File: src/rtl/pir_swing_motion_detector_core_assert.svh
// Assertion macros shared by the motion detector RTL.
// Both sample on the rising edge of clk and are switched off while rst_n is low.
`ifndef PIR_SWING_MOTION_DETECTOR_CORE_ASSERT_SVH
`define PIR_SWING_MOTION_DETECTOR_CORE_ASSERT_SVH

// The consequent must hold in the same cycle as the antecedent.
`define PSMD_ASSERT_SAME(label, ante, cons) \
  label: assert property (@(posedge clk) disable iff (!rst_n) (ante) |-> (cons)) \
    else $error("psmd assertion failed in the same cycle");

// The consequent must hold in the cycle after the antecedent.
`define PSMD_ASSERT_NEXT(label, ante, cons) \
  label: assert property (@(posedge clk) disable iff (!rst_n) (ante) |=> (cons)) \
    else $error("psmd assertion failed one cycle later");

`endif

File: src/rtl/psmd_pkg.sv
// ----------------------------------------------------------------------------
// psmd_pkg: shared types and constants of the PIR swing motion detector
// Word layouts, opcodes, register indexes and reset values.
// ----------------------------------------------------------------------------
package psmd_pkg;

  localparam int RAW_WIDTH    = 16;
  localparam int SAMPLE_SHIFT = 7;
  localparam int WIN_W        = RAW_WIDTH - SAMPLE_SHIFT;

  localparam int THR_W   = 9;
  localparam int SWING_W = 3;
  localparam int QUIET_W = 10;
  localparam int HOLD_W  = 10;
  localparam int HB_W    = 8;
  localparam int CFG_DATA_W = 10;
  localparam int CFG_IDX_W  = 3;

  localparam logic [WIN_W-1:0]   WIN_RESET   = WIN_W'(128);
  localparam logic [WIN_W-1:0]   EXT_RESET   = WIN_W'(130);
  localparam logic [SWING_W-1:0] SWING_MAX   = SWING_W'(7);

  localparam logic [THR_W-1:0]   THR_RESET   = THR_W'(3);
  localparam logic [SWING_W-1:0] TRIG_RESET  = SWING_W'(4);
  localparam logic [QUIET_W-1:0] QUIET_RESET = QUIET_W'(166);
  localparam logic [HOLD_W-1:0]  HOLD_RESET  = HOLD_W'(500);
  localparam logic [HB_W-1:0]    HB_RESET    = HB_W'(86);

  localparam logic [CFG_IDX_W-1:0] CFG_SWING_THRESHOLD   = CFG_IDX_W'(0);
  localparam logic [CFG_IDX_W-1:0] CFG_SWINGS_TO_TRIGGER = CFG_IDX_W'(1);
  localparam logic [CFG_IDX_W-1:0] CFG_QUIET_LIMIT       = CFG_IDX_W'(2);
  localparam logic [CFG_IDX_W-1:0] CFG_HOLD_TICKS        = CFG_IDX_W'(3);
  localparam logic [CFG_IDX_W-1:0] CFG_HEARTBEAT_PERIOD  = CFG_IDX_W'(4);

  typedef enum logic [0:0] {
    OP_TICK   = 1'b0,
    OP_SAMPLE = 1'b1
  } op_t;

  typedef struct packed {
    op_t                  opcode;
    logic [RAW_WIDTH-1:0] raw_sample;
  } in_t;

  typedef struct packed {
    logic relay_active;
    logic led_burst;
    logic swing_marker;
    logic heartbeat;
  } out_t;

  typedef struct packed {
    logic [THR_W-1:0]   swing_threshold;
    logic [SWING_W-1:0] swings_to_trigger;
    logic [QUIET_W-1:0] quiet_limit;
    logic [HOLD_W-1:0]  hold_ticks;
    logic [HB_W-1:0]    heartbeat_period;
  } cfg_t;

endpackage

File: src/rtl/pir_swing_motion_detector_core.sv
// ----------------------------------------------------------------------------
// pir_swing_motion_detector_core: PIR swing motion detector, top level
// Input register, detector engine, configuration registers, result register.
// ----------------------------------------------------------------------------
// Usage:
//   The input channel takes one word per cycle while not stalled: a timer
//   tick (opcode 0) or a converter sample (opcode 1). A word is taken when
//   in_valid is high and in_stall is low. Every word gives exactly one result
//   word on the output channel, taken when out_valid is high and out_stall is low.
//   The word is first held in the input register; when it advances, the engine
//   updates the detector state and loads the result register together.
//   Throughput is one word per cycle when out_stall is low; the input register and
//   the result register let a new word enter while a finished result still waits.
//   When the receiver stalls, the result register holds and the input
//   register fills; in_stall rises only when both are occupied.
//   Configuration writes are always ready and are meant for idle periods.
//   After a synchronous reset both channels are empty, the registers hold
//   their defaults and the detector state is back at its start values.
// ----------------------------------------------------------------------------
module pir_swing_motion_detector_core (
  input  logic                           clk,
  input  logic                           rst_n,
  input  logic                           in_valid,
  output logic                           in_stall,
  input  psmd_pkg::in_t                  in_data,
  output logic                           out_valid,
  input  logic                           out_stall,
  output psmd_pkg::out_t                 out_data,
  input  logic                           cfg_valid,
  output logic                           cfg_ready,
  input  logic [psmd_pkg::CFG_IDX_W-1:0]  cfg_index,
  input  logic [psmd_pkg::CFG_DATA_W-1:0] cfg_data
);
  import psmd_pkg::*;

  in_t  in_r, in_nxt;
  logic in_valid_r, in_valid_nxt;
  out_t out_r, out_nxt;
  logic out_valid_r, out_valid_nxt;
  logic advance, in_take;
  cfg_t cfg;
  out_t result;

  assign cfg_ready = 1'b1;

  psmd_cfg_regs u_cfg (
    .clk      (clk),
    .rst_n    (rst_n),
    .wr_en    (cfg_valid && cfg_ready),
    .wr_index (cfg_index),
    .wr_data  (cfg_data),
    .cfg      (cfg)
  );

  psmd_engine u_engine (
    .clk    (clk),
    .rst_n  (rst_n),
    .step   (advance),
    .item   (in_r),
    .cfg    (cfg),
    .result (result)
  );

  // The held word moves on whenever the result register is free or emptying.
  assign advance  = in_valid_r && (!out_valid_r || !out_stall);
  assign in_stall = in_valid_r && !advance;
  assign in_take  = in_valid && !in_stall;

  always_comb begin
    in_nxt        = in_r;
    in_valid_nxt  = in_valid_r;
    out_nxt       = out_r;
    out_valid_nxt = out_valid_r;
    if (in_take) begin
      in_nxt       = in_data;
      in_valid_nxt = 1'b1;
    end else if (advance) begin
      in_valid_nxt = 1'b0;
    end
    if (advance) begin
      out_nxt       = result;
      out_valid_nxt = 1'b1;
    end else if (!out_stall) begin
      out_valid_nxt = 1'b0;
    end
  end

  always_ff @(posedge clk) begin
    if (!rst_n) begin
      in_valid_r  <= 1'b0;
      out_valid_r <= 1'b0;
    end else begin
      in_valid_r  <= in_valid_nxt;
      out_valid_r <= out_valid_nxt;
    end
  end

  always_ff @(posedge clk) begin
    in_r  <= in_nxt;
    out_r <= out_nxt;
  end

  assign out_valid = out_valid_r;
  assign out_data  = out_r;

`include "pir_swing_motion_detector_core_assert.svh"

  `PSMD_ASSERT_NEXT(a_advance_fills, advance, out_valid_r && (out_r == $past(result)))
  `PSMD_ASSERT_SAME(a_stall_only_full, in_stall, in_valid_r && out_valid_r)
  `PSMD_ASSERT_NEXT(a_take_holds, in_take, in_valid_r)

endmodule

File: src/rtl/psmd_cfg_regs.sv
// ----------------------------------------------------------------------------
// psmd_cfg_regs: configuration register file
// Holds the five detector settings; a write keeps the low bits of the data.
// ----------------------------------------------------------------------------
module psmd_cfg_regs (
  input  logic                           clk,
  input  logic                           rst_n,
  input  logic                           wr_en,
  input  logic [psmd_pkg::CFG_IDX_W-1:0]  wr_index,
  input  logic [psmd_pkg::CFG_DATA_W-1:0] wr_data,
  output psmd_pkg::cfg_t                 cfg
);
  import psmd_pkg::*;

  cfg_t cfg_r, cfg_nxt;

  always_comb begin
    cfg_nxt = cfg_r;
    if (wr_en) begin
      case (wr_index)
        CFG_SWING_THRESHOLD:   cfg_nxt.swing_threshold   = wr_data[THR_W-1:0];
        CFG_SWINGS_TO_TRIGGER: cfg_nxt.swings_to_trigger = wr_data[SWING_W-1:0];
        CFG_QUIET_LIMIT:       cfg_nxt.quiet_limit       = wr_data[QUIET_W-1:0];
        CFG_HOLD_TICKS:        cfg_nxt.hold_ticks        = wr_data[HOLD_W-1:0];
        CFG_HEARTBEAT_PERIOD:  cfg_nxt.heartbeat_period  = wr_data[HB_W-1:0];
        default:               cfg_nxt = cfg_r;
      endcase
    end
  end

  always_ff @(posedge clk) begin
    if (!rst_n) begin
      cfg_r.swing_threshold   <= THR_RESET;
      cfg_r.swings_to_trigger <= TRIG_RESET;
      cfg_r.quiet_limit       <= QUIET_RESET;
      cfg_r.hold_ticks        <= HOLD_RESET;
      cfg_r.heartbeat_period  <= HB_RESET;
    end else begin
      cfg_r <= cfg_nxt;
    end
  end

  assign cfg = cfg_r;

endmodule

File: src/rtl/psmd_engine.sv
// ----------------------------------------------------------------------------
// psmd_engine: detector state and single-pass update
// Applies one tick or sample word to the detector state and forms its result.
// ----------------------------------------------------------------------------
module psmd_engine (
  input  logic           clk,
  input  logic           rst_n,
  input  logic           step,
  input  psmd_pkg::in_t  item,
  input  psmd_pkg::cfg_t cfg,
  output psmd_pkg::out_t result
);
  import psmd_pkg::*;

  localparam int DW    = WIN_W + 2;
  localparam int CMP_W = (WIN_W > THR_W) ? WIN_W : THR_W;

  logic [WIN_W-1:0]   newest_r, newest_nxt, middle_r, middle_nxt, oldest_r, oldest_nxt;
  logic [WIN_W-1:0]   peak_r, peak_nxt, valley_r, valley_nxt;
  logic [SWING_W-1:0] swing_r, swing_nxt;
  logic [QUIET_W-1:0] quiet_r, quiet_nxt;
  logic [HOLD_W-1:0]  hold_r, hold_nxt;
  logic [HB_W-1:0]    hb_count_r, hb_count_nxt;
  logic               hb_level_r, hb_level_nxt;
  logic               armed_r, armed_nxt;
  logic               marker_r, marker_nxt;

  logic [WIN_W-1:0] sample_val;
  logic [DW-1:0]    d2, span;
  logic             flat;
  logic [WIN_W-1:0] pk, vl, swing_size;
  logic [SWING_W-1:0] swing_inc;
  logic [HB_W-1:0]  hb_inc;
  logic             relay, burst;
  logic             marker_set;

  assign sample_val = item.raw_sample[RAW_WIDTH-1:SAMPLE_SHIFT];

  // Second difference and span of the window once the sample is pushed in.
  assign d2   = {2'b00, sample_val} + {2'b00, middle_r} - {1'b0, newest_r, 1'b0};
  assign span = {2'b00, middle_r} - {2'b00, sample_val};
  assign flat = (span == '0) || (span == DW'(1)) || (span == '1);

  always_comb begin
    pk = peak_r;
    vl = valley_r;
    if (d2[DW-1]) pk = newest_r;
    if (!d2[DW-1] && (d2 != '0)) vl = newest_r;
  end

  assign swing_size = (pk >= vl) ? (pk - vl) : (vl - pk);
  assign swing_inc  = (swing_r < SWING_MAX) ? (swing_r + SWING_W'(1)) : SWING_MAX;
  assign hb_inc     = hb_count_r + HB_W'(1);

  always_comb begin
    newest_nxt   = newest_r;
    middle_nxt   = middle_r;
    oldest_nxt   = oldest_r;
    peak_nxt     = peak_r;
    valley_nxt   = valley_r;
    swing_nxt    = swing_r;
    quiet_nxt    = quiet_r;
    hold_nxt     = hold_r;
    hb_count_nxt = hb_count_r;
    hb_level_nxt = hb_level_r;
    armed_nxt    = armed_r;
    marker_nxt   = marker_r;
    burst        = 1'b0;
    unique case (item.opcode)
      OP_TICK: begin
        if (hb_inc >= cfg.heartbeat_period) begin
          hb_count_nxt = '0;
          hb_level_nxt = !hb_level_r;
        end else begin
          hb_count_nxt = hb_inc;
        end
        marker_nxt = 1'b0;
        if (quiet_r < cfg.quiet_limit) begin
          quiet_nxt = quiet_r + QUIET_W'(1);
        end else begin
          // Quiet timeout: drift the window and forget the swing history.
          quiet_nxt  = cfg.quiet_limit;
          oldest_nxt = middle_r;
          middle_nxt = newest_r;
          swing_nxt  = '0;
          peak_nxt   = valley_r;
        end
        if (hold_r >= cfg.hold_ticks) begin
          hold_nxt = cfg.hold_ticks;
        end else begin
          hold_nxt = hold_r + HOLD_W'(1);
          burst    = 1'b1;
        end
        armed_nxt = 1'b1;
      end
      OP_SAMPLE: begin
        if (armed_r) begin
          armed_nxt = 1'b0;
          if (sample_val != newest_r) begin
            oldest_nxt = middle_r;
            middle_nxt = newest_r;
            newest_nxt = sample_val;
            if (flat) begin
              peak_nxt   = pk;
              valley_nxt = vl;
              if (CMP_W'(swing_size) > CMP_W'(cfg.swing_threshold)) begin
                swing_nxt  = swing_inc;
                quiet_nxt  = '0;
                marker_nxt = 1'b1;
                burst      = 1'b1;
                if (swing_inc >= cfg.swings_to_trigger) begin
                  hold_nxt  = '0;
                  swing_nxt = '0;
                  peak_nxt  = vl;
                end
              end
            end
          end
        end
      end
      default: begin
        burst = 1'b0;
      end
    endcase
  end

  // A tick reports the relay as found on entry, a sample as left afterwards.
  assign relay = (item.opcode == OP_TICK) ? (hold_r < cfg.hold_ticks)
                                          : (hold_nxt < cfg.hold_ticks);

  assign result.relay_active = relay;
  assign result.led_burst    = burst;
  assign result.swing_marker = marker_nxt;
  assign result.heartbeat    = hb_level_nxt;

  always_ff @(posedge clk) begin
    if (!rst_n) begin
      newest_r   <= WIN_RESET;
      middle_r   <= WIN_RESET;
      oldest_r   <= WIN_RESET;
      peak_r     <= EXT_RESET;
      valley_r   <= EXT_RESET;
      swing_r    <= '0;
      quiet_r    <= '0;
      hold_r     <= '0;
      hb_count_r <= '0;
      hb_level_r <= 1'b1;
      armed_r    <= 1'b1;
      marker_r   <= 1'b0;
    end else if (step) begin
      newest_r   <= newest_nxt;
      middle_r   <= middle_nxt;
      oldest_r   <= oldest_nxt;
      peak_r     <= peak_nxt;
      valley_r   <= valley_nxt;
      swing_r    <= swing_nxt;
      quiet_r    <= quiet_nxt;
      hold_r     <= hold_nxt;
      hb_count_r <= hb_count_nxt;
      hb_level_r <= hb_level_nxt;
      armed_r    <= armed_nxt;
      marker_r   <= marker_nxt;
    end
  end

  // A sample that raises the marker from low must be a counted swing.
  assign marker_set = (item.opcode == OP_SAMPLE) && !marker_r && result.swing_marker;

`include "pir_swing_motion_detector_core_assert.svh"

  `PSMD_ASSERT_NEXT(a_tick_arms, step && (item.opcode == OP_TICK), armed_r && !marker_r)
  `PSMD_ASSERT_NEXT(a_sample_disarms, step && (item.opcode == OP_SAMPLE), !armed_r)
  `PSMD_ASSERT_NEXT(a_idle_holds, !step, $stable(newest_r) && $stable(hold_r) && $stable(swing_r))
  `PSMD_ASSERT_SAME(a_marker_burst, step && marker_set, result.led_burst)

endmodule

File: config.mk
export PLATFORM = sky130hd
export DESIGN_NAME = pir_swing_motion_detector_core
export DESIGN_NICKNAME = d
export VERILOG_FILES = /design/src/rtl/psmd_pkg.sv /design/src/rtl/pir_swing_motion_detector_core.sv /design/src/rtl/psmd_cfg_regs.sv /design/src/rtl/psmd_engine.sv
export VERILOG_INCLUDE_DIRS = /design/src /design/src/rtl
export SDC_FILE = /design/constraint.sdc
export NUM_CORES = 1
export LEC_CHECK = 0
export BUFFER_PORTS_ARGS = -buffer_cell sky130_fd_sc_hd__buf_2
export CORE_MARGIN = 2
export CORE_UTILIZATION = 50
export DETAILED_ROUTE_END_ITERATION = 10
export HOLD_SLACK_MARGIN = 0.03
export MAX_ROUTING_LAYER = met4
export PLACE_DENSITY = 0.79
export SYNTH_ARGS = -nofsm -noshare
export SYNTH_HDL_FRONTEND = slang
export SYNTH_SLANG_ARGS = --single-unit
File: constraint.sdc
create_clock -name clk -period 8 [get_ports clk]
set_input_delay 0.4 -clock clk [delete_from_list [all_inputs] [get_ports clk]]
set_output_delay 0.4 -clock clk [all_outputs]
set_load 0.01 [all_outputs]
## Word-level counts from Yosys, hierarchy flattened

Cells that the tools add are included.

- Flip-flop bits (word level): 133
- Output and inout port bits: 7
- Input bits: 35

- Eq/ne operators: 13
- $add $sub $neg: 9
- Reduce and logical (&&, ||, !) cells: 29
- Bitwise operators: 1
- Order comparisons: 9
- Mux-type cells: 55

Operators by type and width:

| operator | number |
|---|---|
| two-way mux 10 bit | 11 |
| two-way mux 9 bit | 12 |
| one-hot mux 10 bit (2 select lines) | 2 |
| one-hot mux 9 bit (2 select lines) | 2 |
| less-than comparator 10 bit | 3 |
| two-way mux 3 bit | 7 |
| adder 10 x 1 -> 10 bit (second input constant) | 2 |
| subtractor 9 bit | 2 |
| two-way mux 1 bit | 16 |
| AND reduction 5 bit | 3 |
| AND reduction 2 bit | 6 |
| equality test 11 x 1 -> 1 bit (second input constant) | 1 |
| equality test 11 bit (second input constant) | 1 |
| logical NOT 11 bit | 1 |
| nonzero test 11 bit | 1 |
| subtractor 11 x 10 -> 11 bit | 1 |
| adder 9 x 9 -> 10 bit | 1 |
| greater-or-equal comparator 10 bit | 1 |
| != test 2 x 1 -> 1 bit (second input constant) | 5 |
| subtractor 9 x 9 -> 10 bit | 1 |
| greater-or-equal comparator 9 bit | 1 |
| > comparator 9 bit | 1 |
| != test 9 bit | 1 |
| adder 8 x 1 -> 8 bit (second input constant) | 1 |
| other kinds (19) | 33 |

## Logic depth before layout (Yosys ltp)

- Depth in word-level cells: 15
- Gate-level depth with buffers: 54

## Cells and area by module

From an unflattened synthesis, not the netlist that was laid out.

- Cells, all modules: 1118
- Area total of the unflattened synthesis: 9539.1 µm²

Modules (own cells, without submodules):

| module | sequential area each (µm²) | area each (µm²) | times used | cells an instance |
|---|---|---|---|---|
| psmd_engine | 1401.3 | 7221.9 | 1 | 933 |
| psmd_cfg_regs | 800.8 | 1591.5 | 1 | 154 |
| pir_swing_motion_detector_core | 670.6 | 725.7 | 1 | 31 |

## Worst setup path after synthesis

OpenSTA, ideal clock, no wires.

- Path kind: reg-to-reg
- Start: register in_r[8] (netlist bit)
- End: register out_r (netlist bit out_data[3]) (data pin)
- Path buffers: 2
- Arrival: 8429 ps
- Cell stages (with the launch flop): 52
- Setup slack: -582 ps
- Cells stage by stage: edfxtp_1 -> inv_1 -> ha_1 -> inv_1 -> a21oi_1 -> nor2_1 -> nor2_1 -> o21bai_1 -> a21oi_1 -> o21bai_1 -> a21oi_1 -> xor2_1 -> ha_1 -> o21ai_0 -> and2_1 -> a311oi_1 -> xnor2_1 -> nand4_1 -> (+16 left out) -> nand4_1 -> o21ai_0 -> nand2_1 -> nor2_1 -> a21boi_2 -> a21oi_2 -> a221o_1 -> ha_1 -> a21o_1 -> a21oi_1 -> nor2b_1 -> o21ai_0 -> nand2b_1 -> a21oi_1 -> nor2b_1 -> o21ai_0 -> nand4b_1 -> o22ai_1

- Longest elaborated chain between the ends: 15

RTL lines:

| what | line | source |
|---|---|---|
| from (decl) | pir_swing_motion_detector_core.sv:36 | `in_t in_r, in_nxt;` |
| from (signal assigned) | pir_swing_motion_detector_core.sv:99 | `in_r <= in_nxt;` |
| adder 9 x 9 -> 10 bit (*) | psmd_engine.sv:40 | `assign d2 = {2'b00, sample_val} + {2'b00, middle_r} - {1'b0, newest_r, 1'b0};` |
| subtractor 11 x 10 -> 11 bit (*) | psmd_engine.sv:40 |  |
| nonzero test 11 bit or logical NOT 1 bit (tied branches) | psmd_engine.sv:48 | `if (!d2[DW-1] && (d2 != '0)) vl = newest_r;` |
| logical AND 1 bit (*) | psmd_engine.sv:48 |  |
| two-way mux 9 bit (*) | psmd_engine.sv:48 |  |
| named net u_engine.vl[1] | psmd_engine.sv:31 | `logic [WIN_W-1:0] pk, vl, swing_size;` |
| subtractor 9 bit or greater-or-equal comparator 9 bit (tied branches) | psmd_engine.sv:51 | `assign swing_size = (pk >= vl) ? (pk - vl) : (vl - pk);` |
| two-way mux 9 bit (*) | psmd_engine.sv:51 |  |
| (+2 left out) | n/a |  |
| two-way mux 10 bit (*) | psmd_engine.sv:103 | `if (flat) begin` |
| two-way mux 10 bit (*) | psmd_engine.sv:99 | `if (sample_val != newest_r) begin` |
| two-way mux 10 bit (*) | psmd_engine.sv:97 | `if (armed_r) begin` |
| one-hot mux 10 bit (2 select lines) (*) | psmd_engine.sv:69 | `unique case (item.opcode)` |
| named net u_engine.hold_nxt[2] | psmd_engine.sv:22 | `logic [HOLD_W-1:0] hold_r, hold_nxt;` |
| less-than comparator 10 bit (*) | psmd_engine.sv:129 | `: (hold_nxt < cfg.hold_ticks);` |
| two-way mux 1 bit (*) | psmd_engine.sv:128 | `assign relay = (item.opcode == OP_TICK) ? (hold_r < cfg.hold_ticks)` |
| named net u_engine.relay | psmd_engine.sv:34 | `logic relay, burst;` |
| to (signal assigned) | pir_swing_motion_detector_core.sv:100 | `out_r <= out_nxt;` |
| to (decl) | pir_swing_motion_detector_core.sv:38 | `out_t out_r, out_nxt;` |

The timed path passes the listed nets; every way through them passes the cells marked *.
A chain may end at the register's enable or synchronous reset.

## Final worst setup path

- Start: register in_r[7] (netlist bit)
- End: register out_r (netlist bit out_data[3]) (data pin)

The elaborated chain is that of the path after synthesis.

==> results by group <==
Run status
  • Status: finished, violations left
  • Failing checks: negative setup slack

Timing
  • Tightest Pin Transition: approximately 1200 ps
  • RSZ-0062 raised after global routing: true
  • Tcrit/Tclk final: 106.1%
  • Final worst slack: -487.9 ps
  • Max_slew headroom: between 15 and 20%
  • Worst Skew: between 10 and 15 ps
  • Fmax: about 120 MHz
  • Fin. max-slew vios: 0
  • Final Setup Violations: 2
  • Post-route minimum period: between 8000 and 9000 ps
  • Fin. Hold Viols: 0

Synthesis
  • Ys flop type: dfxtp_1
  • Async S/R FF share, synth: 0%
  • Top cell type's share of synthesized area: roughly a quarter
  • Cell taking the most area after synthesis: dfxtp_1
  • Synthesized net count: around 1200
  • EDFF count, synth: 14
  • Synth Instances: approximately 1100
  • Yosys cell types: 73
  • Seq cells post-synth: 126
  • Post-synthesis average cell area: 8.229 um^2
  • Largest cells by area after synthesis: dfxtp_1 25%, ha_1 13%, nand2_1 5.2%
  • Synthesized area: roughly 9000 um^2
  • Yosys warns: 0
  • Sequential-to-total area share from yosys stat: between 20% and 30%

Global route
  • GR Overflow Total: 0
  • Total Routing Usage GR: roughly 29%
  • Antenna violations before repair: 0
  • Vias in the first global route: slightly below 9000
  • First-pass GRT wire length: between 40 and 50 mm
  • Largest net degree at the start of global routing: 50

Layout
  • Commonest non-fill, non-tap cells in the layout: 156 x buf_4, 122 x nand2_1, 112 x dfxtp_1, 92 x inv_1
  • Antenna Cells: 0
  • Area delta synth->final: 26.74%
  • Finished Cell Area: about 11000 um^2
  • Fraction of layout instances using a drive strength above 1: a little under a quarter
  • Post-layout nets: between 1000 and 1500
  • Commonest non-fill, non-tap cell in the layout: buf_4

Worst setup path
  • Reg2reg setup slack: -490 ps
  • CP endpoint kind: flop
  • WP data required: between 8000 and 9000 ps
  • WP data arrival: 8770 ps
  • Crit-path most repeated cell: nor2_1
  • Startpoint Class: flop
  • CP max stage delay: 370 ps
  • Kind of critical path: flop to flop
  • Critical path's slowest cell: ha_2
  • CP max FO: 5

Route
  • DR pass1 iterations: 8
  • Residual DRC count: 0
  • DR WL/cell: around 18 um
  • Met3 WL: 1.743 mm
  • Met1 WL: roughly 11 mm
  • Drt initial violations: between 800 and 900
  • DR top layer: met4
  • Metal2 WL: 12.88 mm
  • Vias/cell: about 6.0
  • Vias after detailed routing: roughly 8900
  • Final wirelength: approximately 27 mm
  • Post-route ant nets: 0

Job
  • Maxcap violations: 0

Clock tree
  • Worst-skew pair later-pin latency: around 440 ps
  • CTS Sinks: approximately 130
  • TritonCTS clock tree: built
  • CTS buffer count: 17
  • Hold-fix buffers at CTS: 0
  • Clk slew on worst S/H paths: approximately 60 ps
  • CTS root buf: clkbuf_16
  • H-tree depth: 4
  • Longest Clk Path Bufs: 2

Die
  • Core ar.: roughly 17000 um^2
  • FP Rows: 48
  • I/O pin count: 42
  • Die ar.: 19010 um^2
  • Die Wd: 137.9 um
  • Die Ht: about 140 um
  • Starting Density: about 50%

Pwr
  • Pwr Density: roughly 200 nW/um^2
  • Max IR drop VDD: 0.1899 mV
  • Tot Pwr: 2.277 mW
  • Leakage power total: between 5 and 6 nW

Placed design
  • Placed cell area: about 10000 um^2
  • I/O Buffers: 33
  • Hpwl dp: about 17 mm
  • Routability Congestion: 0.9220

Min path
  • Hold Path Class: input pin to flop
[cells in the mapped netlist (17+ instances only)]
master,count
nand2_1,124
dfxtp_1,112
inv_1,97
ha_1,95
nor2_1,92
a21oi_1,67
o21ai_0,52
a21o_1,45
mux2i_1,42
clkbuf_1,34
nand3_1,29
o211ai_1,23
xnor2_1,23
a211oi_1,18
xor2_1,17
[area by class of cell]
class                   count  area [um^2]
clock inverters            12        98.84
well taps                 225        281.5
clock buffers              20        479.2
inverters                  97        364.1
multi-input cells         822         6047
repair buffers            196         1424
fillers                  1333         6060
flip-flops and latches    126         2663
[logic make-up (layout without fill, tap and decap cells)]
logic type	after synthesis	after routing	synth area share [%]
adder cells (fa/ha/maj)	100	100	14.38
XOR/XNOR	40	40	3.909
AO/OA/AOI/OAI	294	294	22.68
buffers and inverters	142	325	6.227
multiplexers	46	46	5.194
flip-flops	126	126	29.71
other	1	1	0.04185
AND/OR/NAND/NOR	340	341	17.86
[power by group]
group          internal, mW  switching [mW]  total [mW]  leakage (nW)
Combinational         0.432           0.419       0.852          3.93
Sequential            0.653          0.0107       0.663          1.04
Clock                 0.439           0.323       0.762         0.272
[metrics by stage]
stage / worst slack [ps] / util (%) / hold slack [ps] / setup TNS, ps / instances
5_1_grt: -921.8 / 65.21 / 134.9 / -2056 / 1498
4_1_cts: -26.72 / 63.67 / 135.8 / -37.10 / 1486
2_1_floorplan: 1.812 / - / 423.1 / 0 / 1089
3_5_place_dp: -314.2 / 57.51 / 448.1 / -314.2 / 1403
6_report: -487.9 / 65.21 / 140.2 / -811.2 / 1498
3_3_place_gp: -206.7 / 57.51 / 442.6 / -206.7 / 1403
[worst max-delay path: cells and delay by family, from the launching register on]
| kind | cells | cell delay (ps) |
|---|---|---|
| fa+ha+maj | 6 | 1760 |
| mux | 1 | 210 |
| compound gates | 20 | 3140 |
| xor+xnor | 3 | 420 |
| flops | 1 | 350 |
| simple gates | 17 | 1870 |
| buf+inv | 5 | 570 |
[registers in the layout, summed over array words and instances, names as in the netlist]
signal / cells
u_engine.newest_r: 9
u_engine.quiet_r: 10
u_engine.hb_level_r: 1
u_engine.armed_r: 1
out_data: 4
u_cfg.cfg: 40
in_r: 10
u_engine.marker_r: 1
u_engine.swing_r: 3
u_engine.middle_r: 9
u_engine.peak_r: 9
u_engine.hold_r: 10
out_valid: 1
u_engine.valley_r: 9
in_valid_r: 1
u_engine.hb_count_r: 8
[routing by layer]
| metal | GRT usage (%) | up-vias |
|---|---|---|
| li1 | - | 4214 |
| met1 | 35.17 | 4177 |
| met2 | 47.14 | 432 |
| met3 | 4.276 | 120 |
| met4 | 15.25 | 0 |
| met5 | - | - |
[final timing paths]
kind                               from                         end  cells after the start
max                   in_r[7]$_DFFE_PP_       out_data[3]$_DFFE_PP_                     52
min                         in_data[10]          in_r[10]$_DFFE_PP_                      1
max reg2reg           in_r[7]$_DFFE_PP_       out_data[3]$_DFFE_PP_                     52
min reg2reg  u_cfg.cfg[24]$_SDFFE_PN0P_  u_cfg.cfg[24]$_SDFFE_PN0P_                      2
[what timing repair did]
item                       4_1_cts  5_1_grt
pin swaps                       30       35
setup endpoints to repair        1       26
setup buffers                   50       12
resized for setup               31       32
cloned                           1        0
No activity file was read; power rests on OpenSTA's default activity.
